[src/design/csu_pkg.sv]
// Shared types, widths and helpers for the cosine similarity unit.
`default_nettype none
package csu_pkg;

	localparam int ELEM_W     = 16;
	localparam int PROD_W     = 2 * ELEM_W;
	localparam int SUM_W      = 48;
	localparam int ROOT_IN_W  = 64;
	localparam int ROOT_W     = 32;
	localparam int DEN_W      = 2 * ROOT_W;
	localparam int ROOT_SHIFT = ROOT_IN_W - SUM_W;
	localparam int QUOT_W     = 31;
	localparam int DIV_STEPS  = QUOT_W;
	localparam int DIV_CNT_W  = $clog2(DIV_STEPS);
	localparam int SIM_W      = 16;
	localparam int FIFO_DEPTH = 2;
	localparam int FIFO_PTR_W = $clog2(FIFO_DEPTH);
	localparam int FIFO_CNT_W = $clog2(FIFO_DEPTH + 1);

	localparam logic signed [SIM_W-1:0] SIM_MAX = {1'b0, {(SIM_W-1){1'b1}}};
	localparam logic signed [SIM_W-1:0] SIM_MIN = {1'b1, {(SIM_W-1){1'b0}}};

	typedef struct packed {
		logic signed [SUM_W-1:0] dot;
		logic signed [SUM_W-1:0] norm_a;
		logic signed [SUM_W-1:0] norm_b;
	} csu_sums_t;

	// Saturating add of a product into a running sum.
	function automatic logic signed [SUM_W-1:0] sat_add(
		input logic signed [SUM_W-1:0]  acc,
		input logic signed [PROD_W-1:0] p
	);
		logic signed [SUM_W:0] s;
		s = {acc[SUM_W-1], acc} + {{(SUM_W + 1 - PROD_W){p[PROD_W-1]}}, p};
		if (s[SUM_W] != s[SUM_W-1]) begin
			return s[SUM_W] ? {1'b1, {(SUM_W-1){1'b0}}} : {1'b0, {(SUM_W-1){1'b1}}};
		end
		return s[SUM_W-1:0];
	endfunction

endpackage
`default_nettype wire

[src/design/csu_front.sv]
// Front end: per-pair products and the three saturating running sums.
`default_nettype none
module csu_front (
	input  wire logic                               clk,
	input  wire logic                               arst_n,
	input  wire logic                               in_valid,
	output logic                                    in_ready,
	input  wire logic signed [csu_pkg::ELEM_W-1:0]  a_elem,
	input  wire logic signed [csu_pkg::ELEM_W-1:0]  b_elem,
	input  wire logic                               last,
	output logic                                    push_valid,
	input  wire logic                               push_ready,
	output csu_pkg::csu_sums_t                      push_data
);

	logic                                 valid_s1;
	logic                                 last_s1;
	logic signed [csu_pkg::PROD_W-1:0]    dot_p_s1;
	logic signed [csu_pkg::PROD_W-1:0]    na_p_s1;
	logic signed [csu_pkg::PROD_W-1:0]    nb_p_s1;
	logic signed [csu_pkg::SUM_W-1:0]     dot_q;
	logic signed [csu_pkg::SUM_W-1:0]     na_q;
	logic signed [csu_pkg::SUM_W-1:0]     nb_q;
	logic                                 advance;

	// Stage 1 stalls only when it holds a final pair and the queue is full.
	assign advance    = !(valid_s1 && last_s1) || push_ready;
	assign in_ready   = advance;
	assign push_valid = valid_s1 && last_s1;

	always_comb begin
		push_data.dot    = csu_pkg::sat_add(dot_q, dot_p_s1);
		push_data.norm_a = csu_pkg::sat_add(na_q, na_p_s1);
		push_data.norm_b = csu_pkg::sat_add(nb_q, nb_p_s1);
	end

	always_ff @(posedge clk or negedge arst_n) begin
		if (!arst_n) begin
			valid_s1 <= 1'b0;
		end else if (advance) begin
			valid_s1 <= in_valid;
		end
	end

	always_ff @(posedge clk) begin
		if (advance && in_valid) begin
			last_s1  <= last;
			dot_p_s1 <= a_elem * b_elem;
			na_p_s1  <= a_elem * a_elem;
			nb_p_s1  <= b_elem * b_elem;
		end
	end

	always_ff @(posedge clk or negedge arst_n) begin
		if (!arst_n) begin
			dot_q <= '0;
			na_q  <= '0;
			nb_q  <= '0;
		end else if (valid_s1 && advance) begin
			if (last_s1) begin
				dot_q <= '0;
				na_q  <= '0;
				nb_q  <= '0;
			end else begin
				dot_q <= push_data.dot;
				na_q  <= push_data.norm_a;
				nb_q  <= push_data.norm_b;
			end
		end
	end

endmodule
`default_nettype wire

[config.mk]
export PLATFORM = sky130hd
export DESIGN_NAME = csu_front
export DESIGN_NICKNAME = d
export VERILOG_FILES = /design/src/design/csu_pkg.sv /design/src/design/csu_front.sv
export SDC_FILE = /design/constraint.sdc
export NUM_CORES = 2
export LEC_CHECK = 0
export BUFFER_PORTS_ARGS = -buffer_cell sky130_fd_sc_hd__buf_2
export CAP_MARGIN = 40
export CORE_ASPECT_RATIO = 1.1
export CORE_UTILIZATION = 50
export DETAILED_ROUTE_END_ITERATION = 10
export PLACE_DENSITY = 0.78
export SLEW_MARGIN = 15
export SYNTH_ARGS = -nofsm -noshare
export SYNTH_HDL_FRONTEND = slang
export SYNTH_SLANG_ARGS = --single-unit
export TNS_END_PERCENT = 100
[constraint.sdc]
create_clock -name clk -period 7.6 [get_ports clk]
set_input_delay 2.28 -clock clk [delete_from_list [all_inputs] [get_ports clk]]
set_output_delay 2.28 -clock clk [all_outputs]
set_load 0.05 [all_outputs]
# After elaboration in Yosys (flattened, before gate mapping)
# Index checks and enable logic that the tools add are counted.
# Widths: inputs -> output; s select.
dict set report word_totals {
  reg_bits 242
  out_inout_bits 146
  wordCells 37
}
dict set report op_classes {
  add_sub_neg 3
  n_mul 3
  eq_ne 3
  muxes 15
  n_reduce_logical 5
}
# cell count
set op_table {}
lappend op_table {{$mux 48} 12}
lappend op_table {{$add 48x32->49} 3}
lappend op_table {{$mul 16x16->32} 3}
lappend op_table {{$logic_and 1x1->1} 3}
lappend op_table {{$mux 1} 3}
lappend op_table {{$ne 1x1->1} 3}
lappend op_table {{$logic_not 1->1} 1}
lappend op_table {{$logic_or 1x1->1} 1}

# Logic depth before layout (Yosys ltp)
dict set report depth {
  depth_word 5
  mapped_depth 26
  ltp_nobuf 25
}

# Worst setup path after synthesis
# OpenSTA, ideal clock, no wires.
dict set report synth_timing {
  path_kind {input to register}
  start {in b_elem[15] in the netlist's numbering}
  end {reg nb_p_s1[31] in the netlist's numbering (data pin)}
  setup_time_ps 260
  t_arrival_ps 8312
  required_time_ps 7340
  slack_ps -971
  path_stages 23
  path_cell_list {clkbuf_1 > inv_1 > clkbuf_1 > buf_1 > nor2_1 > fa_1 > fa_1 > fa_1 > fa_1 > fa_1 > inv_1 > fa_1 > inv_1 > ha_1 > a21o_1 > a21o_1 > or3_1 > or3_1 > nand2_1 > o2111a_1 > o41ai_1 > a21oi_1 > xnor2_1}
}
dict set report synth_via {
  elab_chain_cells 1
}
# item line_no
set synth_rtl {}
lappend synth_rtl {{start, declared} csu_front.sv:9} ;# input wire logic signed [csu_pkg::ELEM_W-1:0] b_elem,
lappend synth_rtl {{$mul 16x16->32} csu_front.sv:50} ;# nb_p_s1 <= b_elem * b_elem;
lappend synth_rtl {{end signal, assigned} csu_front.sv:50}
lappend synth_rtl {{end, declared} csu_front.sv:20} ;# logic signed [csu_pkg::PROD_W-1:0] nb_p_s1;
# No other way between the ends.
# A chain may end at the register's enable or synchronous reset.

# Worst setup path in the final report
dict set report layout_timing {
  start {in b_elem[1] in the netlist's numbering}
  end {reg dot_p_s1[30] in the netlist's numbering (data pin)}
}
dict set report layout_via {
  elab_chain_cells 1
}
# item line_no
set layout_rtl {}
lappend layout_rtl {{$mul 16x16->32} csu_front.sv:48} ;# dot_p_s1 <= a_elem * b_elem;
lappend layout_rtl {{end signal, assigned} csu_front.sv:48}
lappend layout_rtl {{end, declared} csu_front.sv:18} ;# logic signed [csu_pkg::PROD_W-1:0] dot_p_s1;
# No other way between the ends.

==> qor.txt <==
DR vias/cell: 5.46
Worst EP arrival: 7.89 ns
die area: 92,400 um2
WP buf/inv: 6
ranking of synthesized cells by area: fa_1, ha_1, dfrtp_1
DRC errors left: 0
drt wl/cell: 17.6 um
register bit total from synthesis: 240
yosys warns: 0
outcome: finished, final reports clean
Max Cap Viol: 0
Final Cycle Share: 0.990
Root Driver: clkbuf_16
Pre-antenna DRT Iters: 6
Initial Util: 0.507
# clock sinks: 240
Antenna Nets Post-Route: 0
H-tree lvl count: 1
Top delay family on crit path: adder cells
GRT overflow: 0
# setup viols final: 0
final worst path period need: 7.53 ns
syn nets: 6,315
slowest stage delay, CP: 0.63 ns
most frequent cells in the layout: inv_1, fa_1, nand2_1
RSZ-0062 raised after global routing: yes
Post-synth EDFFs: 95
die height: 319 um
Die W: 290 um
row count: 115
Layout Nets: 6,854
Tot GR Track Use: 0.258
Placer Congestion: 0.929
layout cells sized above 1: 0.180
I/O Buffers: 182
most common cell after layout, fill and taps aside: inv_1
Crit. End Element: register
skew final: 0.0136 ns
Worst-path clk slew: 0.06 ns
ys flop type: dfrtp_1
vias post-DR: 37,569
Rel. slew slack: 0.464
share of flip-flops with an asynchronous set or reset: 0.604
post-DP HPWL: 98,600 um
Hold Buf Count CTS: 0
Cells after Synth: 5,140
startpoint types: input pin
largest net degree at the start of global routing: 78
Boundary Pins: 183
Routed Wire Length: 121,000 um
number of global-route vias before repair: 39,239
Synth area leader: fa_1
Layout area overhead: 18.8%
initial DRC count: 2,369
Slew @ Worst Pin: 0.803 ns
post-synth cell types: 82
final hold vios: 0
Slew Viols, Final: 0
critical path's most frequent cell: fa_1
sequential share of the synthesized area: 0.142
crit path cell chain: buf_4, buf_8, nand2_2, inv_2, fa_2, fa_1, fa_1, fa_1, fa_1, inv_1, fa_1, inv_1, ha_4, buf_4, a21oi_2, o21ai_1, or3_1, o31ai_4, o211ai_1, a21oi_2, a21oi_1, xor2_1
Max clock buf depth: 3
Hold Crit Class: reg -> reg
Crit Path Class: in -> reg
first-pass GRT wire length: 195,000 um
clock latency on the worst-skew pair: 0.62 ns
Synth top area share: 0.320
cts bufs inserted: 31
fmax: 0.133 GHz
Cell Area, Synth: 45,600 um2
initial antenna violation count: 4
worst-path fanout max: 9
worst hold slack: 0.479 ns
WP data required: 7.96 ns
Core Footprint: 89,900 um2
Synth Area per Inst: 8.87 um2
slowest stage cell, crit path: fa_2
TritonCTS clock tree: built
## layer usage
layer	vias up	share of wire	wire, um	track usage
li1	17500	-	-	-
met3	253	0.052	6350	0.0286
met5	-	0	0	0
met4	0	0.033	3940	0.0817
met1	18769	0.41	49100	0.323
met2	1047	0.51	61700	0.465
## sequential cells by signal, summed over array words and instances (netlist names)
register / flops
dot_q: 48
na_q: 48
nb_q: 48
dot_p_s1: 32
na_p_s1: 31
nb_p_s1: 31
last_s1: 1
valid_s1: 1
## cells in the mapped netlist (72+ instances only)
cell        n
fa_1      730
xnor2_1   180
maj3_1     72
nand2_1   507
ha_1      408
xor2_1     74
edfxtp_1   95
and2_1    184
o21ai_0   209
a21o_1    123
dfrtp_1   145
inv_1     965
clkbuf_1  189
a21oi_1   278
nor2_1    325
## worst paths after layout
check | from | end | slack (ns) | cells past startpoint
min | dot_q[16] | dot_q[16] | 0.48 | 1
min reg2reg | dot_q[16] | dot_q[16] | 0.48 | 1
max reg2reg | na_p_s1[31] | na_q[20] | 2.98 | 13
max | b_elem[1] | dot_p_s1[30] | 0.07 | 22
min in group asynchronous | arst_n | na_q[40] | 1.46 | 1
max in group asynchronous | arst_n | dot_q[26] | 5.26 | 3
## area by class of cell
type | count | area [um2]
clock inverters | 25 | 322
flip-flops and latches | 240 | 6480
repair buffers | 729 | 5900
well taps | 1170 | 1460
diodes | 3 | 7.51
clock buffers | 32 | 790
inverters | 974 | 3680
fillers | 7348 | 35800
multi-input cells | 3703 | 35500
## stage by stage
stage	cells	setup TNS (ns)	setup WS, ns	utilization	area (um2)
after floorplan	5140	-1.87	-0.442	-	46500
after global placement	6769	-16.01	-0.725	0.573	51500
after detailed placement	6774	-19.83	-0.850	0.574	51600
after CTS	6834	0	0.00222	0.589	52900
after global routing	6876	-0.830	-0.203	0.602	54200
final	6876	0	0.0747	0.602	54200
## logic make-up (layout without fill, tap and decap cells)
family	count (synthesis)	after routing	synth area share
other	0	3	0
adders and majority gates	1212	1212	0.449
AOI/OAI and AO/OA	941	941	0.129
buffers and inverters	1197	1760	0.0995
xor gates and xnor gates	254	254	0.0488
and+or+nand+nor	1288	1288	0.130
DFF	240	240	0.142
muxes	8	8	0.00181
## repair_timing
action                                  CTS  global route
pin swaps                                13           112
gates cloned                              1             5
endpoints found under the setup margin    5            30
setup buffers                             2            29
resized for setup                        37           247
Power is not shown: default switching activity piles up to over one toggle a cycle in this logic, so the estimate is an artifact.
