<file path="src/design/csu_pkg.sv">
// Shared types, widths and helpers for the cosine similarity unit.
`default_nettype none
package csu_pkg;

	localparam int ELEM_W     = 16;
	localparam int PROD_W     = 2 * ELEM_W;
	localparam int SUM_W      = 48;
	localparam int ROOT_IN_W  = 64;
	localparam int ROOT_W     = 32;
	localparam int DEN_W      = 2 * ROOT_W;
	localparam int ROOT_SHIFT = ROOT_IN_W - SUM_W;
	localparam int QUOT_W     = 31;
	localparam int DIV_STEPS  = QUOT_W;
	localparam int DIV_CNT_W  = $clog2(DIV_STEPS);
	localparam int SIM_W      = 16;
	localparam int FIFO_DEPTH = 2;
	localparam int FIFO_PTR_W = $clog2(FIFO_DEPTH);
	localparam int FIFO_CNT_W = $clog2(FIFO_DEPTH + 1);

	localparam logic signed [SIM_W-1:0] SIM_MAX = {1'b0, {(SIM_W-1){1'b1}}};
	localparam logic signed [SIM_W-1:0] SIM_MIN = {1'b1, {(SIM_W-1){1'b0}}};

	typedef struct packed {
		logic signed [SUM_W-1:0] dot;
		logic signed [SUM_W-1:0] norm_a;
		logic signed [SUM_W-1:0] norm_b;
	} csu_sums_t;

	// Saturating add of a product into a running sum.
	function automatic logic signed [SUM_W-1:0] sat_add(
		input logic signed [SUM_W-1:0]  acc,
		input logic signed [PROD_W-1:0] p
	);
		logic signed [SUM_W:0] s;
		s = {acc[SUM_W-1], acc} + {{(SUM_W + 1 - PROD_W){p[PROD_W-1]}}, p};
		if (s[SUM_W] != s[SUM_W-1]) begin
			return s[SUM_W] ? {1'b1, {(SUM_W-1){1'b0}}} : {1'b0, {(SUM_W-1){1'b1}}};
		end
		return s[SUM_W-1:0];
	endfunction

endpackage
`default_nettype wire

</file>
<file path="src/design/csu_fifo.sv">
// Short queue of finished sum triples between front and back end.
`default_nettype none
module csu_fifo (
	input  wire logic               clk,
	input  wire logic               arst_n,
	input  wire logic               push_valid,
	output logic                    push_ready,
	input  wire csu_pkg::csu_sums_t push_data,
	output logic                    pop_valid,
	input  wire logic               pop_ready,
	output csu_pkg::csu_sums_t      pop_data
);

	csu_pkg::csu_sums_t                 mem_q [csu_pkg::FIFO_DEPTH];
	logic [csu_pkg::FIFO_PTR_W-1:0]     wr_ptr_q;
	logic [csu_pkg::FIFO_PTR_W-1:0]     rd_ptr_q;
	logic [csu_pkg::FIFO_CNT_W-1:0]     count_q;
	logic                               do_push;
	logic                               do_pop;

	assign push_ready = (count_q != csu_pkg::FIFO_CNT_W'(csu_pkg::FIFO_DEPTH));
	assign pop_valid  = (count_q != '0);
	assign pop_data   = mem_q[rd_ptr_q];
	assign do_push    = push_valid && push_ready;
	assign do_pop     = pop_valid && pop_ready;

	always_ff @(posedge clk) begin
		if (do_push) begin
			mem_q[wr_ptr_q] <= push_data;
		end
	end

	always_ff @(posedge clk or negedge arst_n) begin
		if (!arst_n) begin
			wr_ptr_q <= '0;
			rd_ptr_q <= '0;
			count_q  <= '0;
		end else begin
			if (do_push) begin
				wr_ptr_q <= wr_ptr_q + 1'b1;
			end
			if (do_pop) begin
				rd_ptr_q <= rd_ptr_q + 1'b1;
			end
			if (do_push && !do_pop) begin
				count_q <= count_q + 1'b1;
			end else if (do_pop && !do_push) begin
				count_q <= count_q - 1'b1;
			end
		end
	end

endmodule
`default_nettype wire

</file>
<file path="config.mk">
export PLATFORM = sky130hd
export DESIGN_NAME = csu_fifo
export DESIGN_NICKNAME = d
export VERILOG_FILES = /design/src/design/csu_pkg.sv /design/src/design/csu_fifo.sv
export SDC_FILE = /design/constraint.sdc
export NUM_CORES = 1
export LEC_CHECK = 0
export ABC_CLOCK_PERIOD_IN_PS = 8720
export BUFFER_PORTS_ARGS = -buffer_cell sky130_fd_sc_hd__buf_2
export CORE_UTILIZATION = 52
export CTS_BUF_LIST = sky130_fd_sc_hd__clkbuf_16
export CTS_CLUSTER_DIAMETER = 30
export CTS_CLUSTER_SIZE = 10
export DETAILED_ROUTE_END_ITERATION = 16
export GPL_ROUTABILITY_DRIVEN = 0
export PLACE_DENSITY = 0.79
export SETUP_SLACK_MARGIN = 0.4
export SLEW_MARGIN = 0
export SYNTH_ARGS = -nofsm -noshare
export SYNTH_HDL_FRONTEND = slang
export SYNTH_SLANG_ARGS = --single-unit
</file>
<file path="constraint.sdc">
create_clock -name clk -period 8.72 [get_ports clk]
set_clock_uncertainty 0.2 [all_clocks]
set_input_delay 0.436 -clock clk [delete_from_list [all_inputs] [get_ports clk]]
set_output_delay 0.436 -clock clk [all_outputs]
set_load 0.02 [all_outputs]
</file>
======== Yosys cells after proc, flatten, opt, wreduce, memory -nomap -nowiden ========
Memory sizes are Yosys's and may differ from the RTL's.
Index checks and enable logic that the tools add are counted.
Widths: inputs -> output; s select.
storage, ports and cells
  flip-flop bits (word level) ............. 4
  bits in writable memories ............... 288
  output and inout port bits .............. 146
  logic and storage cells ................. 21
  memories ................................ 1
memory list
  name   words  width  read ports  clocked after memory_dff  write ports  line            text
  mem_q  2      144    1           0                         1            csu_fifo.sv:14  csu_pkg::csu_sums_t mem_q [csu_pkg::FIFO_DEPTH];
cells by class
  $add $sub $neg .......................... 4
  eq/ne operators ......................... 1
  muxes and demuxes ....................... 4
  reductions and logical operators ........ 8
operators with widths
  operator             number
  $logic_and 1x1->1    4
  $mux 2               2
  $reduce_bool 2->1    2
  $add 1x1->1 const B  2
  $add 2x1->2 const B  1
  $logic_not 1->1      2
  $mux 1               2
  $ne 2x2->1 const B   1
  $sub 2x1->2 const B  1

======== Depth between registers and ports, before layout ========
Gate-level depths: netlist of the first run.
  word-level depth ........................ 6
  mapped depth ............................ 7
  gate-level depth less buffers ........... 7

======== Least setup slack after synthesis of the first run ========
OpenSTA, ideal clock, no wires.
  path type ............................... flip-flop to flip-flop
  start point ............................. register count_q[0] (netlist bit)
  end point ............................... memory mem_q[0][0] (netlist bit) (enable)
  library setup time ...................... 0.650 ns
  arrival time ............................ 6.778 ns
  data required time ...................... 7.870 ns
  setup slack ............................. 1.093 ns
  stages on the path, launching flop included .. 4
  buffers on the path ..................... 0
  period minus slack after synthesis ...... 7.627 ns
  cell sequence ........................... dfrtp_1 -> nand2b_1 -> nand2_1 -> nor2_1
between the ends
  cells in the longest elaborated chain, start to end .. 4
ends and longest elaborated chain
  what                          line            text
  start: declaration            csu_fifo.sv:17  logic [csu_pkg::FIFO_CNT_W-1:0] count_q;
  start signal: assignment      csu_fifo.sv:46  count_q <= count_q + 1'b1;
  start signal: assignment      csu_fifo.sv:48  count_q <= count_q - 1'b1;
  $ne 2x2->1                    csu_fifo.sv:21  assign push_ready = (count_q != csu_pkg::FIFO_CNT_W'(csu_pkg::FIFO_DEPTH));
  named net push_ready          csu_fifo.sv:7   output logic push_ready,
  $logic_and 1x1->1             csu_fifo.sv:24  assign do_push = push_valid && push_ready;
  $mux 1                        csu_fifo.sv:28  if (do_push) begin
  $mux 1 (not written as such)  csu_fifo.sv:29  mem_q[wr_ptr_q] <= push_data;
  end: declaration              csu_fifo.sv:14
The timed path passes the listed nets, and every way through them passes these cells.

======== Final worst setup path of the first run ========
  start point ............................. register count_q[0] (netlist bit)
  end point ............................... memory mem_q[0][114] (netlist bit) (enable)
between the ends
  cells in the longest elaborated chain, start to end .. 4
ends and longest elaborated chain
  what                          line
  $ne 2x2->1                    csu_fifo.sv:21
  $logic_and 1x1->1             csu_fifo.sv:24
  $mux 1                        csu_fifo.sv:28
  $mux 1 (not written as such)  csu_fifo.sv:29
No other way between the ends.

==> out/metrics.cfg, run 1 <==
[global_routing]
grt_usage_pct=23.41
grt_pass1_vias=6909
gr-total-overflow=0
grt_max_degree=85
antenna_found_initial=2
grt_pass1_wl_um=37630

[die]
core_area_um2=20300
fp.dieArea_um2=21300
die_x_um=146.0
initial_core_util_pct=53.08
fp.dieH_um=146.0
rows=52
pin_count=294

[drt]
wirelength_um=24770
drt_iter0_markers=287
drc=0
wl_per_cell_um=19.89
first_pass_iters=5
routed-via-count=6293
vias_per_cell=5.055
ant_nets=0

[sta]
hold_viol=0
fmax_mhz=285.9
setup_tns_ps=0
post-route-min-period_ps=3497
rsz0062_at_grt=false
drv_slew=0
worstMarginPinSlew_ps=1196
slew_headroom_pct=20.25
finalCritPeriodShare_pct=40.11
setup_violations=0

[finish]
area_delta_synth_final_pct=43.18
stdcell_count=1245
final_area_um2=15430
drive_above_1_share_pct=52.93
nets=1089

[power_and_ir_drop]
total_leakage_power_nw=6.065
power_density_nw_per_um2=350.4
max-vdd-ir-drop_mv=0.2584

[logic_synthesis]
synth_area_per_cell_um2=23.12
yosysSeqAreaShare_pct=81.19
synth_xor_area_share_pct=0.4064
synth-compound-area-share_pct=0
synth_top_family_by_area=multiplexers
synth_cell_types=15
syn_inst=466
synth_warnings=0
yosys-mux-area-fraction_pct=16.79
synth_seq_cells=292
yosys.area_share.simple_pct=0.3135
synthAdderAreaFrac_pct=0.1161
synthesis.area_um2=10780
syn-num-nets=615

[clock_tree]
clock_latency_ps=520
cts-hold-fix-buffers=145
cts_buffers=45
clockRootBuffer=clkbuf_16
cts_buffer_depth=3
post_cts_buffers=0
clock-sinks=292
cts-resized-gates=0
htree_levels=2
clkTransAtPathRegs_ps=50
cts_tree=done

[hold_path]
worstHoldPathType=input port to register

[placement]
io_buffers=293
dp_hpwl_um=13640
dp.cells=1018
placed_cell_area_um2=12510

[setup_path]
path_class=register to register
cp.arrival_ps=3430
cpMostUsedCell=buf_4
max_stage_delay_ps=820
critical_path_required_ps=8650
crit_slowest_cell=buf_4
cp-start-kind=register
critical_path_buf_inv_count=2
crit_family=buffers and inverters
end_kind=register
path_cells=nand2b_1 > nand2_1 > nor2_4 > buf_4 > buf_4
cp_max_fo=68

[run]
cap_violations=0

[outcome]
status=completed

## per-stage QoR
step	hold slack (ps)	total power [mW]	setup WS [ps]	util [%]
after floorplan	-59.59	3.230	1093	-
after global placement	42.22	3.600	5412	61.62
after detailed placement	48.45	3.658	5228	61.62
final	63.97	5.407	5223	76.00
after CTS	13.91	5.411	5204	75.98
after global routing	62.72	5.600	5006	76.00
## sequential cells by signal (all words and copies together), names as in the netlist
register and cells:
wr_ptr_q 1, rd_ptr_q 1, mem_q 288, count_q 2
## logic make-up after synthesis
kind of cell | count (synthesis)
and+or+nand+nor | 7
adders and majority gates | 1
xor gates and xnor gates | 5
buffers and inverters | 17
DFF | 292
muxes | 144
## where the power goes
| group | switching (mW) | internal (mW) |
|---|---|---|
| logic | 0.989 | 0.679 |
| registers | 0.111 | 1.93 |
| clock network | 0.605 | 1.09 |
## worst paths after layout
path / startpoint / to / slack (ps) / cells past startpoint
hold reg to reg: count_q[1] / count_q[1] / 290 / 1
min in group asynchronous: arst_n / count_q[0] / 120 / 2
setup / recovery: count_q[0] / mem_q[0][114] / 5220 / 5
setup reg to reg: count_q[0] / mem_q[0][114] / 5220 / 5
hold / removal: pop_ready / rd_ptr_q / 60 / 3
max in group asynchronous: arst_n / rd_ptr_q / 8050 / 2
## synthesized netlist by cell type
| master | instances | area (µm²) |
|---|---|---|
| and3_1 | 1 | 6.260 |
| buf_2 | 9 | 45.04 |
| buf_6 | 7 | 78.83 |
| dfrtp_1 | 4 | 100.1 |
| edfxtp_1 | 288 | 8648 |
| ha_1 | 1 | 12.51 |
| inv_1 | 1 | 3.750 |
| mux2_2 | 94 | 1059 |
| mux2_4 | 50 | 750.7 |
| nand2_1 | 2 | 7.510 |
| nand2b_1 | 1 | 6.260 |
| nor2_1 | 2 | 7.510 |
| or2_2 | 1 | 6.260 |
| xnor2_1 | 3 | 26.28 |
| xor2_1 | 2 | 17.52 |
## layout by cell type, fill, tap and decap left out
| cell | instances |
|---|---|
| and3_4 | 1 |
| buf_2 | 293 |
| buf_4 | 5 |
| bufinv_16 | 4 |
| clkbuf_16 | 47 |
| clkinv_1 | 4 |
| clkinv_2 | 7 |
| clkinv_4 | 2 |
| clkinvlp_4 | 5 |
| dfrtp_1 | 3 |
| dfrtp_4 | 1 |
| diode_2 | 2 |
| dlygate4sd3_1 | 145 |
| edfxtp_1 | 288 |
| ha_1 | 1 |
| inv_1 | 8 |
| inv_6 | 4 |
| mux2_2 | 94 |
| mux2_4 | 50 |
| nand2_1 | 2 |
| nand2b_1 | 1 |
| nor2_1 | 1 |
| nor2_4 | 1 |
| or2_2 | 1 |
| xnor2_1 | 3 |
| xor2_1 | 2 |
## worst min-delay path, stage by stage
cell	delay (ps)
buf_2	110
nand2_1	90
xnor2_1	100
## area by class of cell
type,count,area [µm²]
flip-flops and latches,292,8752
fillers,1105,4871
repair buffers,443,2955
multi-input cells,157,1912
clock buffers,47,1176
well taps,270,337.8
clock inverters,33,286.5
diodes,2,5.005
inverters,1,3.754
## routing by layer
metal	routed length, µm	global-route usage, %
met1	8950	25.93
met2	13160	42.13
met3	1987	7.147
met4	665	8.947
met5	0	0
(Power assumes the default switching activity.)
==> inputs of run 2 (changes only) <==
Settings changed: ABC_CLOCK_PERIOD_IN_PS 8720 to 3500.
Clock period 8.72 ns to 3.5 ns, I/O delays scaled along.
==> run 2 against run 1 <==
Core utilization increased by 1.8 points. Power increased to 2.6 times the previous value. First-iteration DRC count increased by 1.4%. Critical path depth decreased by 2. Global-route usage increased by 0.77 points. Clock power increased to 2.9 times the previous value. Flip-flop and latch count unchanged. Non-clock buffer count increased by 4. Die area unchanged. Setup slack got worse by 4600 ps. Critical path type is now register to output pin. Critical endpoint is now pop_data[7]. Largest power group unchanged.
==> out/metrics.cfg, run 2 (synthesis gave the netlist of run 1 again) <==
[drt]
wl_per_cell_um=20.58  ; was 19.89 µm
routed-via-count=6443  ; was 6,293
vias_per_cell=5.113  ; was 5.055
ant_nets=0  ; unchanged
drc=0  ; unchanged
first_pass_iters=4  ; was 5
drt_iter0_markers=291  ; was 287
wirelength_um=25930  ; was 24,770 µm

[die]
initial_core_util_pct=53.08  ; unchanged
die_x_um=146.0  ; unchanged
fp.dieH_um=146.0  ; unchanged
fp.dieArea_um2=21300  ; unchanged
pin_count=294  ; unchanged
rows=52  ; unchanged
core_area_um2=20300  ; unchanged

[global_routing]
grt_max_degree=99  ; was 85
grt_pass1_vias=7240  ; was 6,909
grt_pass1_wl_um=38770  ; was 37,630 µm
gr-total-overflow=0  ; unchanged
grt_usage_pct=24.18  ; was 23.41%
antenna_found_initial=3  ; was 2

[power_and_ir_drop]
p_comb_share_pct=29.5  ; was 30.8%
p_switching_mw=4.431  ; was 1.705 mW
total_leakage_power_nw=6.221  ; was 6.065 nW
seq_power_share_pct=36.1  ; was 37.7%
p_total_mw=14.19  ; was 5.407 mW
swShare_pct=31.23  ; was 31.53%
max-vdd-ir-drop_mv=0.6706  ; was 0.2584 mV
p_int_mw=9.758  ; was 3.702 mW
p_clk_share_pct=34.3  ; was 31.4%
power_density_nw_per_um2=898.2  ; was 350.4 nW/µm²

[sta]
drv_slew=0  ; unchanged
finalCritPeriodShare_pct=81.11
setup_tns_ps=0  ; unchanged
setup_violations=0  ; unchanged
hold_ws_ps=165.5  ; was 63.97 ps
worstMarginPinSlew_ps=654.0  ; was 1196 ps
hold_viol=0  ; unchanged
fmax_mhz=352.3
slew_headroom_pct=56.40  ; was 20.25%
post-route-min-period_ps=2839
rsz0062_at_grt=false  ; unchanged

[clock_tree]
htree_levels=2  ; unchanged
clockRootBuffer=clkbuf_16  ; unchanged
cts_buffer_depth=3  ; unchanged
cts_buffers=49  ; was 45
clkTransAtPathRegs_ps=50  ; about the same
clock_latency_ps=540  ; was 520 ps
clock-sinks=292  ; unchanged
cts_tree=done  ; unchanged

[finish]
nFillCells=1037  ; was 1,105
final_core_util_pct=77.82  ; was 76.00%
regMostFlops=mem_q  ; unchanged
largest_register_ffs=288  ; unchanged
layout_commonest_cell=buf_2  ; unchanged
mostFrequentLayoutCells=buf_2 (293), edfxtp_1 (288), dlygate4sd3_1 (148)  ; was buf_2 (293), edfxtp_1 (288), dlygate4sd3_1 (145)
drive_above_1_share_pct=53.70  ; was 52.93%
multiInputGateArea_um2=1927  ; was 1912 µm²
stdcell_count=1260  ; was 1,245
area_delta_synth_final_pct=46.61  ; was 43.18%
nets=1097  ; was 1,089
top_regs=mem_q x288, count_q x2  ; unchanged
seqCellArea_um2=8752  ; unchanged

[hold_path]
worstHoldPathType=input port to register  ; unchanged

[placement]
dp_hpwl_um=13570  ; was 13,640 µm
io_buffers=293  ; unchanged
dp.cells=1019  ; was 1,018

[run]
cap_violations=0  ; unchanged

[setup_path]
cp-start-kind=register  ; unchanged
cp.arrival_ps=2460  ; was 3430 ps
critical_path_required_ps=3120  ; was 8650 ps
end_kind=output pin  ; was register
path_class=register to output pin  ; was register to register
cp_max_fo=70  ; was 68

[outcome]
status=completed  ; unchanged

[run 2: worst max-delay path, stage by stage, from the launching register on]
cell     delay (ps)
dfrtp_4         820
buf_12          380
mux2_2          410
buf_2           170
[run 2: power groups by stage]
stage	combinational, mW	sequential [mW]	clock, mW
global route	4.37	5.19	5.09
CTS	4.15	5.11	4.91
floorplan	2.93	5.02	0
detailed placement	3.98	5.16	0
global placement	3.90	5.10	0
finish	4.19	5.13	4.87
[run 2: path summary, 6_finish.rpt]
kind	from	to	slack [ps]	cells past startpoint
worst min-delay path	push_data[47]	mem_q[0][47]	170	2
min in group asynchronous	arst_n	rd_ptr_q	370	3
worst min register to register	count_q[0]	count_q[0]	350	1
max in group asynchronous	arst_n	rd_ptr_q	2530	3
worst max-delay path	rd_ptr_q	pop_data[7]	660	3
worst max register to register	count_q[0]	mem_q[0][12]	1550	4
[run 2: timing repair]
action | in CTS | in global routing
gates resized for setup | 0 | 0
hold buffers | 148 | 0
hold endpoints to repair | 295 | 0
buffers inserted | 0 | 0
[run 2: layer usage]
metal	GRT usage, %	wire, µm
met1	27.17	9630
met2	43.09	13500
met3	6.364	1974
met4	10.95	827
met5	0	0
[run 2: through the flow]
step | setup slack (ps) | area, µm²
CTS | 661.7 | 15790
finish | 661.2 | 15800
global placement | 1284 | 12590
global route | 603.4 | 15800
floorplan | 99.25 | 10800
detailed placement | 1249 | 12590
[run 2: layout make-up]
class | instances | area share (%)
Antenna cell | 3 | 0.04752
Clock buffer | 50 | 7.920
Clock inverter | 40 | 2.930
Inverter | 1 | 0.02376
Multi-Input combinational cell | 157 | 12.20
Sequential cell | 292 | 55.40
Tap cell | 270 | 2.138
Timing Repair Buffer | 447 | 19.34
