<file path="src/design/csu_pkg.sv">
// Shared types, widths and helpers for the cosine similarity unit.
`default_nettype none
package csu_pkg;

	localparam int ELEM_W     = 16;
	localparam int PROD_W     = 2 * ELEM_W;
	localparam int SUM_W      = 48;
	localparam int ROOT_IN_W  = 64;
	localparam int ROOT_W     = 32;
	localparam int DEN_W      = 2 * ROOT_W;
	localparam int ROOT_SHIFT = ROOT_IN_W - SUM_W;
	localparam int QUOT_W     = 31;
	localparam int DIV_STEPS  = QUOT_W;
	localparam int DIV_CNT_W  = $clog2(DIV_STEPS);
	localparam int SIM_W      = 16;
	localparam int FIFO_DEPTH = 2;
	localparam int FIFO_PTR_W = $clog2(FIFO_DEPTH);
	localparam int FIFO_CNT_W = $clog2(FIFO_DEPTH + 1);

	localparam logic signed [SIM_W-1:0] SIM_MAX = {1'b0, {(SIM_W-1){1'b1}}};
	localparam logic signed [SIM_W-1:0] SIM_MIN = {1'b1, {(SIM_W-1){1'b0}}};

	typedef struct packed {
		logic signed [SUM_W-1:0] dot;
		logic signed [SUM_W-1:0] norm_a;
		logic signed [SUM_W-1:0] norm_b;
	} csu_sums_t;

	// Saturating add of a product into a running sum.
	function automatic logic signed [SUM_W-1:0] sat_add(
		input logic signed [SUM_W-1:0]  acc,
		input logic signed [PROD_W-1:0] p
	);
		logic signed [SUM_W:0] s;
		s = {acc[SUM_W-1], acc} + {{(SUM_W + 1 - PROD_W){p[PROD_W-1]}}, p};
		if (s[SUM_W] != s[SUM_W-1]) begin
			return s[SUM_W] ? {1'b1, {(SUM_W-1){1'b0}}} : {1'b0, {(SUM_W-1){1'b1}}};
		end
		return s[SUM_W-1:0];
	endfunction

endpackage
`default_nettype wire

</file>
<file path="src/design/csu_back.sv">
// Back end: two bit-serial square roots, one multiply, restoring divide, output register.
`default_nettype none
module csu_back (
	input  wire logic                               clk,
	input  wire logic                               arst_n,
	input  wire logic                               fifo_valid,
	output logic                                    fifo_pop,
	input  wire csu_pkg::csu_sums_t                 fifo_data,
	output logic                                    out_valid,
	input  wire logic                               out_ready,
	output logic signed [csu_pkg::SIM_W-1:0]        similarity,
	output logic                                    zero_norm
);

	localparam logic [2:0] ST_IDLE = 3'd0;
	localparam logic [2:0] ST_SQRT = 3'd1;
	localparam logic [2:0] ST_MUL  = 3'd2;
	localparam logic [2:0] ST_CHK  = 3'd3;
	localparam logic [2:0] ST_DIV  = 3'd4;
	localparam logic [2:0] ST_SIGN = 3'd5;
	localparam logic [2:0] ST_DONE = 3'd6;

	localparam logic [csu_pkg::ROOT_IN_W-1:0] BIT_INIT =
		{2'b01, {(csu_pkg::ROOT_IN_W-2){1'b0}}};

	logic [2:0]                             state_q;
	logic signed [csu_pkg::SUM_W-1:0]       dot_q;
	logic [csu_pkg::ROOT_IN_W-1:0]          xa_q, ra_q, xb_q, rb_q, bit_q;
	logic [csu_pkg::DEN_W-1:0]              den_q;
	logic [csu_pkg::ROOT_IN_W-1:0]          r_q;
	logic [csu_pkg::QUOT_W-1:0]             quot_q;
	logic [csu_pkg::DIV_CNT_W-1:0]          cnt_q;
	logic                                   neg_q;
	logic signed [csu_pkg::SIM_W-1:0]       sim_q;
	logic                                   zero_q;
	logic                                   out_valid_q;
	logic signed [csu_pkg::SIM_W-1:0]       out_sim_q;
	logic                                   out_zero_q;

	logic [csu_pkg::ROOT_IN_W-1:0]          xa_n, ra_n, xb_n, rb_n;
	logic [csu_pkg::ROOT_IN_W-1:0]          ta, tb;
	logic [csu_pkg::SUM_W-1:0]              mag;
	logic [csu_pkg::ROOT_IN_W-1:0]          mag_sh;
	logic [csu_pkg::ROOT_IN_W-1:0]          r_sh;
	logic                                   div_ge;
	logic                                   out_load;

	assign fifo_pop   = (state_q == ST_IDLE) && fifo_valid;
	assign out_valid  = out_valid_q;
	assign similarity = out_sim_q;
	assign zero_norm  = out_zero_q;
	assign out_load   = (state_q == ST_DONE) && (!out_valid_q || out_ready);

	// One digit of each integer square root per cycle.
	always_comb begin
		ta = ra_q + bit_q;
		tb = rb_q + bit_q;
		if (xa_q >= ta) begin
			xa_n = xa_q - ta;
			ra_n = (ra_q >> 1) + bit_q;
		end else begin
			xa_n = xa_q;
			ra_n = ra_q >> 1;
		end
		if (xb_q >= tb) begin
			xb_n = xb_q - tb;
			rb_n = (rb_q >> 1) + bit_q;
		end else begin
			xb_n = xb_q;
			rb_n = rb_q >> 1;
		end
	end

	always_comb begin
		mag    = dot_q[csu_pkg::SUM_W-1] ? (csu_pkg::SUM_W'(0) - dot_q) : dot_q;
		mag_sh = {mag, {csu_pkg::ROOT_SHIFT{1'b0}}};
		r_sh   = {r_q[csu_pkg::ROOT_IN_W-2:0], 1'b0};
		div_ge = r_q[csu_pkg::ROOT_IN_W-1] || (r_sh >= den_q);
	end

	always_ff @(posedge clk or negedge arst_n) begin
		if (!arst_n) begin
			state_q <= ST_IDLE;
		end else begin
			case (state_q)
				ST_IDLE: if (fifo_valid) state_q <= ST_SQRT;
				ST_SQRT: if (bit_q[0]) state_q <= ST_MUL;
				ST_MUL:  state_q <= ST_CHK;
				ST_CHK: begin
					if (den_q == '0 || mag_sh >= den_q) begin
						state_q <= ST_DONE;
					end else begin
						state_q <= ST_DIV;
					end
				end
				ST_DIV: begin
					if (cnt_q == csu_pkg::DIV_CNT_W'(csu_pkg::DIV_STEPS - 1)) begin
						state_q <= ST_SIGN;
					end
				end
				ST_SIGN: state_q <= ST_DONE;
				ST_DONE: if (out_load) state_q <= ST_IDLE;
				default: state_q <= ST_IDLE;
			endcase
		end
	end

	always_ff @(posedge clk) begin
		case (state_q)
			ST_IDLE: begin
				dot_q <= fifo_data.dot;
				xa_q  <= {fifo_data.norm_a, {csu_pkg::ROOT_SHIFT{1'b0}}};
				xb_q  <= {fifo_data.norm_b, {csu_pkg::ROOT_SHIFT{1'b0}}};
				ra_q  <= '0;
				rb_q  <= '0;
				bit_q <= BIT_INIT;
			end
			ST_SQRT: begin
				xa_q  <= xa_n;
				ra_q  <= ra_n;
				xb_q  <= xb_n;
				rb_q  <= rb_n;
				bit_q <= bit_q >> 2;
			end
			ST_MUL: begin
				den_q <= ra_q[csu_pkg::ROOT_W-1:0] * rb_q[csu_pkg::ROOT_W-1:0];
			end
			ST_CHK: begin
				neg_q  <= dot_q[csu_pkg::SUM_W-1];
				r_q    <= csu_pkg::ROOT_IN_W'(mag);
				quot_q <= '0;
				cnt_q  <= '0;
				if (den_q == '0) begin
					sim_q  <= '0;
					zero_q <= 1'b1;
				end else begin
					sim_q  <= dot_q[csu_pkg::SUM_W-1] ? csu_pkg::SIM_MIN : csu_pkg::SIM_MAX;
					zero_q <= 1'b0;
				end
			end
			ST_DIV: begin
				r_q    <= div_ge ? (r_sh - den_q) : r_sh;
				quot_q <= {quot_q[csu_pkg::QUOT_W-2:0], div_ge};
				cnt_q  <= cnt_q + 1'b1;
			end
			ST_SIGN: begin
				// quotient beyond the Q1.15 range saturates
				if (quot_q[csu_pkg::QUOT_W-1:csu_pkg::SIM_W-1] != '0) begin
					sim_q <= neg_q ? csu_pkg::SIM_MIN : csu_pkg::SIM_MAX;
				end else if (neg_q) begin
					sim_q <= csu_pkg::SIM_W'(0) - quot_q[csu_pkg::SIM_W-1:0];
				end else begin
					sim_q <= quot_q[csu_pkg::SIM_W-1:0];
				end
			end
			default: ;
		endcase
	end

	always_ff @(posedge clk or negedge arst_n) begin
		if (!arst_n) begin
			out_valid_q <= 1'b0;
		end else if (out_load) begin
			out_valid_q <= 1'b1;
		end else if (out_ready) begin
			out_valid_q <= 1'b0;
		end
	end

	always_ff @(posedge clk) begin
		if (out_load) begin
			out_sim_q  <= sim_q;
			out_zero_q <= zero_q;
		end
	end

endmodule
`default_nettype wire

</file>
<file path="config.mk">
export PLATFORM = sky130hd
export DESIGN_NAME = csu_back
export DESIGN_NICKNAME = d
export VERILOG_FILES = /design/src/design/csu_pkg.sv /design/src/design/csu_back.sv
export SDC_FILE = /design/constraint.sdc
export NUM_CORES = 2
export LEC_CHECK = 0
export ABC_AREA = 0
export BUFFER_PORTS_ARGS = -buffer_cell sky130_fd_sc_hd__buf_2
export CORE_MARGIN = 2
export CORE_UTILIZATION = 55
export CTS_CLUSTER_SIZE = 24
export DETAILED_ROUTE_END_ITERATION = 10
export PLACE_DENSITY_LB_ADDON = 0.08
export SLEW_MARGIN = 30
export SYNTH_ARGS = -nofsm -noshare
export SYNTH_HDL_FRONTEND = slang
export SYNTH_SLANG_ARGS = --single-unit
export TNS_END_PERCENT = 30
</file>
<file path="constraint.sdc">
create_clock -name clk -period 13.91 [get_ports clk]
set_input_delay 0.6955 -clock clk [delete_from_list [all_inputs] [get_ports clk]]
set_output_delay 0.6955 -clock clk [all_outputs]
set_load 0.03 [all_outputs]
</file>
# Word-level counts from Yosys, hierarchy flattened

Index checks and enable logic that the tools add are counted.

$lt $le $gt $ge: 4
Mux-type cells: 29
Equal/unequal tests: 13
Multipliers: 1
$add $sub $neg: 10
Reduce and logical (&&, ||, !) cells: 16

Operator list:

| cell                    | number |
|---|---|
| $pmux W64 S2            | 6 |
| $mux W64                | 5 |
| $ge A64 B64 Y1          | 4 |
| $sub A64 B64 Y64        | 3 |
| $add A63 B64 Y64        | 2 |
| $add A64 B64 Y64        | 2 |
| $mux W16                | 5 |
| $logic_not A64 Y1       | 1 |
| $mul A32 B32 Y64        | 1 |
| $pmux W31 S2            | 1 |
| $mux W48                | 1 |
| $sub A1 B48 Y48 const A | 1 |
| $pmux W16 S2            | 1 |
| $pmux W3 S7             | 1 |
| $reduce_bool A16 Y1     | 1 |
| $sub A1 B16 Y16 const A | 1 |
| $mux W3                 | 4 |
| $ne A2 B2 Y1 const B    | 6 |
| $pmux W5 S2             | 1 |
| $eq A3 B3 Y1 const B    | 3 |
| $reduce_bool A2 Y1      | 4 |
| $eq A3 B2 Y1 const B    | 2 |
| $add A5 B1 Y5 const B   | 1 |
| $eq A5 B5 Y1 const B    | 1 |
| other kinds (9)         | 15 |

Output and inout port bits: 19
Logic and storage cells: 90
Bits in registers: 571

# Longest topological paths before layout

Depth in word-level cells: 6
Depth in mapped cells: 32
Depth with buffers taken out: 29

# Worst setup path after synthesis

OpenSTA, ideal clock, no wires.

Path kind: reg-to-reg
From: register state_q[1]
To: register xb_q[0] in the netlist's numbering (enable)
Arrival: 12.296 ns
Cell stages (with the launch flop): 4
Setup time: 0.583 ns
Path slack: 1.031 ns
Buffers on the path: 1
Required time: 13.327 ns
Cells stage by stage: dfrtp_1 -> clkbuf_1 -> nor2_1 -> a21boi_0

Longest elaborated chain between the ends: 3

Ends and longest elaborated chain:

| element                                                                    | line            | RTL |
|---|---|---|
| start, declared                                                            | csu_back.sv:26  | `logic [2:0] state_q;` |
| start signal, assigned                                                     | csu_back.sv:83  | `state_q <= ST_IDLE;` |
| start signal, assigned                                                     | csu_back.sv:86  | `ST_IDLE: if (fifo_valid) state_q <= ST_SQRT;` |
| start signal, assigned                                                     | csu_back.sv:87  | `ST_SQRT: if (bit_q[0]) state_q <= ST_MUL;` |
| $eq A3 B1 Y1 / $logic_not A3 Y1 (equally long branches)                    | csu_back.sv:109 | `case (state_q)` |
| $ne A2 B2 Y1 (no source line) / $reduce_bool A2 Y1 (equally long branches) | --              |  |
| $reduce_and A2 Y1 (no source line) *                                       | --              |  |
| end signal, assigned                                                       | csu_back.sv:113 | `xb_q <= {fifo_data.norm_b, {csu_pkg::ROOT_SHIFT{1'b0}}};` |
| end signal, assigned                                                       | csu_back.sv:121 | `xb_q <= xb_n;` |
| end, declared                                                              | csu_back.sv:28  | `logic [csu_pkg::ROOT_IN_W-1:0] xa_q, ra_q, xb_q, rb_q, bit_q;` |

Every way passes the cells marked *; elsewhere a longest branch is shown, timed or not.
A chain may end at the register's enable or synchronous reset.

# Worst setup path after layout

From: register rb_q[17] in the netlist's numbering
To: register den_q[62] in the netlist's numbering, data pin

Longest elaborated chain between the ends: 1

Ends and longest elaborated chain:

| element                | line            | RTL |
|---|---|---|
| start, declared        | csu_back.sv:28  |  |
| start signal, assigned | csu_back.sv:122 | `rb_q <= rb_n;` |
| $mul A32 B32 Y64       | csu_back.sv:126 | `den_q <= ra_q[csu_pkg::ROOT_W-1:0] * rb_q[csu_pkg::ROOT_W-1:0];` |
| end signal, assigned   | csu_back.sv:126 |  |
| end, declared          | csu_back.sv:29  | `logic [csu_pkg::DEN_W-1:0] den_q;` |

Every way passes these cells.

==> results.txt <==
#FFs+latches synth = 539
Yosys top cell area share = 23.4%
fin crit share = 66.3%
critical path peak fanout = 21
Setup Buffers After CTS = 0
hold path cells = 1
Reg-to-Reg End = den_q[62]
root buffer cell = clkbuf_16
actual slew at the worst max-slew pin = 0.937 ns
area share of fa/ha/maj cells after synthesis = 33.8%
Post-Route Skew = 0.0378 ns
maximum number of pins on one net before global-route repair = 130
final WL = 227 mm
XOR/XNOR Fraction of Synth Area = 5.73%
via/cell ratio = 5.98
remaining antenna violation count = 0
width of the die = 378 um
R2R Setup Slk = 4.68 ns
total grt overflow = 0
Yosys top cell by area = fa_1
# fillers = 12500
Clock Pin Slew Worst Setup and Hold Paths = 0.06 ns
YS warnings = 0
largest cells by area after synthesis = fa_1, edfxtp_1, ha_1
initial antenna violation count = 5
core area = 139000 um^2
ys async rst share = 0.742%
ratio of cells with drive above 1 in the final layout = 5.54%
DRT Pass-1 Iters = 6
Vias = 62500
H-Tree Depth = 3
metal3 WL = 17.1 mm
setup TNS = 0 ns
Synth cell types = 89
Hold Path End = dot_q[17]
Die Area = 143000 um^2
# setup viols final = 0
min Tclk post-route = 9.23 ns
compound-gate portion of the synthesized area = 14.2%
RSZ-0062 raised after global routing = false
hold_buf cts = 1
GRT Overall Usage = 32.2%
Post-Synthesis Net Count = 10300
Post-synth EDFFs = 535
capturing element type of the critical path = register
Max Fclk = 108 MHz
Max Cap Viol = 0
Setup CP Type = register to register
WP data arrival = 9.63 ns
HPWL after DPL = 174 mm
I/O Pins = 167
Final nets = 10200
first-iteration detailed-routing DRC count = 5393
largest family of logic cells by synthesized area = adder cells
Post-Synthesis Cells = 8624
post-synthesis mux area share = 0.261%
worst path required time = 14.32 ns
area grow syn2layout = 6.45%
Final Hold Fails = 0
hold wc startpoint = fifo_data[113]
Site Rows = 137
r2r worst-path depth = 26
vias in the first global route = 62900
r2r startpoint = rb_q[17]
post-CTS sizing = 0
CP Launch Type = register
status = complete, no violations
die height = 378 um
DRC viols = 0
# port buffers = 166
clk_lat worst skew = 0.69 ns
CTS buffer count = 74
Detail Route met2 WL = 98.7 mm
sequential area share after synthesis = 21.0%
max-slew violations = 0
DR WL/cell = 21.7 um
metal1 wirelength = 102 mm
GP Congestion = 0.944
top layer in use = met5
Longest Clk Path Bufs = 3
Hold Crit Class = input pin to register
CTS tree = yes
initial core utilization = 55.3%
Post-Syn Area = 76800 um^2
Syn Area/Cell = 8.91 um^2
post-synthesis simple-gate area fraction = 17.6%
clk sinks = 539
global-route wire length before repair = 358 mm
Slew headroom = 37.0%
Primary FF master, synth = edfxtp_1
[layer usage]
layer  track usage (%)  vias up
li1                  -    28700
met1              47.1    30900
met2              49.0     2447
met4              10.8        4
met5                 0        -
met3              4.68      416
[area by class of cell]
class	count	area, um^2	area share [%]
multi-input combinational	6577	55100	67.4
antenna	5	12.5	0.0153
sequential	539	16200	19.8
timing repair buffer	271	1650	2.01
tap	1876	2350	2.87
clock inverter	51	653	0.798
inverter	1039	3910	4.78
clock buffer	83	1930	2.36
[logic make-up (layout without fill, tap and decap cells)]
group / after synthesis / count (layout)
flops: 539 / 539
simple gates: 2782 / 2782
fa+ha+maj: 1538 / 1538
buf+inv: 1508 / 1444
other cells: 0 / 5
mux: 20 / 20
xor+xnor: 503 / 503
compound gates: 1734 / 1734
[flip-flops by register name, summed over array words and instances (netlist names)]
| signal | count |
|---|---|
| rb_q | 64 |
| bit_q | 32 |
| xb_q | 64 |
| quot_q | 31 |
| out_valid | 1 |
| xa_q | 64 |
| dot_q | 48 |
| ra_q | 64 |
| cnt_q | 5 |
| den_q | 64 |
| similarity | 16 |
| r_q | 64 |
| sim_q | 16 |
| neg_q | 1 |
| zero_norm | 1 |
| state_q | 3 |
| zero_q | 1 |
[worst max path at each step]
stage	start	to	slack [ns]	cells after the start
floorplan	state_q[1]	xb_q[0]	1.03	3
global placement	ra_q[13]	den_q[63]	4.98	28
CTS	rb_q[17]	den_q[62]	4.79	26
global route	ra_q[13]	den_q[61]	4.29	28
detailed placement	rb_q[17]	den_q[62]	4.81	26
finish	rb_q[17]	den_q[62]	4.68	26
[cells in the final DEF, fill, tap and decap left out, types with 45 or more instances in the layout]
cell and n:
a21oi_1 481, nand2_1 1027, buf_2 166, a21o_1 207, nand3_1 94, ha_1 639, a211oi_1 72, o21a_1 55
o21ai_1 66, a31oi_1 136, xor2_1 233, buf_4 102, edfxtp_1 535, fa_1 899, clkbuf_16 76, or3_1 45
xnor2_1 270, inv_1 1037, o21bai_1 77, and3_1 46, and2_1 626, nand4_1 132, o21ai_0 352, nor2_1 497
nor3_1 91, nor2b_1 56
[stage by stage]
stage               cells  util [%]  hold WS (ns)  cell area [um^2]  setup slack, ns
detailed placement  10300      56.9         0.405             79200             4.81
global placement    10300      56.9         0.401             79200             4.98
floorplan            8624         -         0.400             76800             1.03
CTS                 10400      58.8         0.139             81800             4.79
global route        10400      58.8         0.150             81800             4.29
finish              10400      58.8         0.182             81800             4.68
[cell usage after synthesis, types with 56 or more instances]
cell type	instances
a21o_1	207
xnor2_1	270
a31oi_1	136
nand4_1	132
o21ai_1	67
nand3_1	94
o21ai_0	352
nor2_1	498
ha_1	639
fa_1	899
inv_1	1037
a211oi_1	72
clkbuf_1	438
and2_1	626
edfxtp_1	535
nor3_1	94
nand2_1	1028
a21oi_1	482
o21bai_1	77
nor2b_1	56
xor2_1	233
[critical path: stages (launching register included)]
cell and delay, ns:
edfxtp_1 0.85, buf_4 0.42, nand2_1 0.13, fa_1 0.53
fa_1 0.55, inv_1 0.05, fa_1 0.49, inv_1 0.06
fa_1 0.53, inv_1 0.05, fa_1 0.55, fa_1 0.45
fa_1 0.49, inv_1 0.05, fa_1 0.47, inv_1 0.04
ha_1 0.37, and3_1 0.25, a221oi_1 0.52, nand4bb_1 0.21
o21ai_1 0.44, a21boi_1 0.19, o21ai_1 0.30, nor4_1 0.10
o32a_1 0.40, a221oi_1 0.35, xnor2_1 0.11
Power is left out: the tool's default activity adds up to more than one toggle a clock period on the data nets, which glitch-free logic cannot reach.
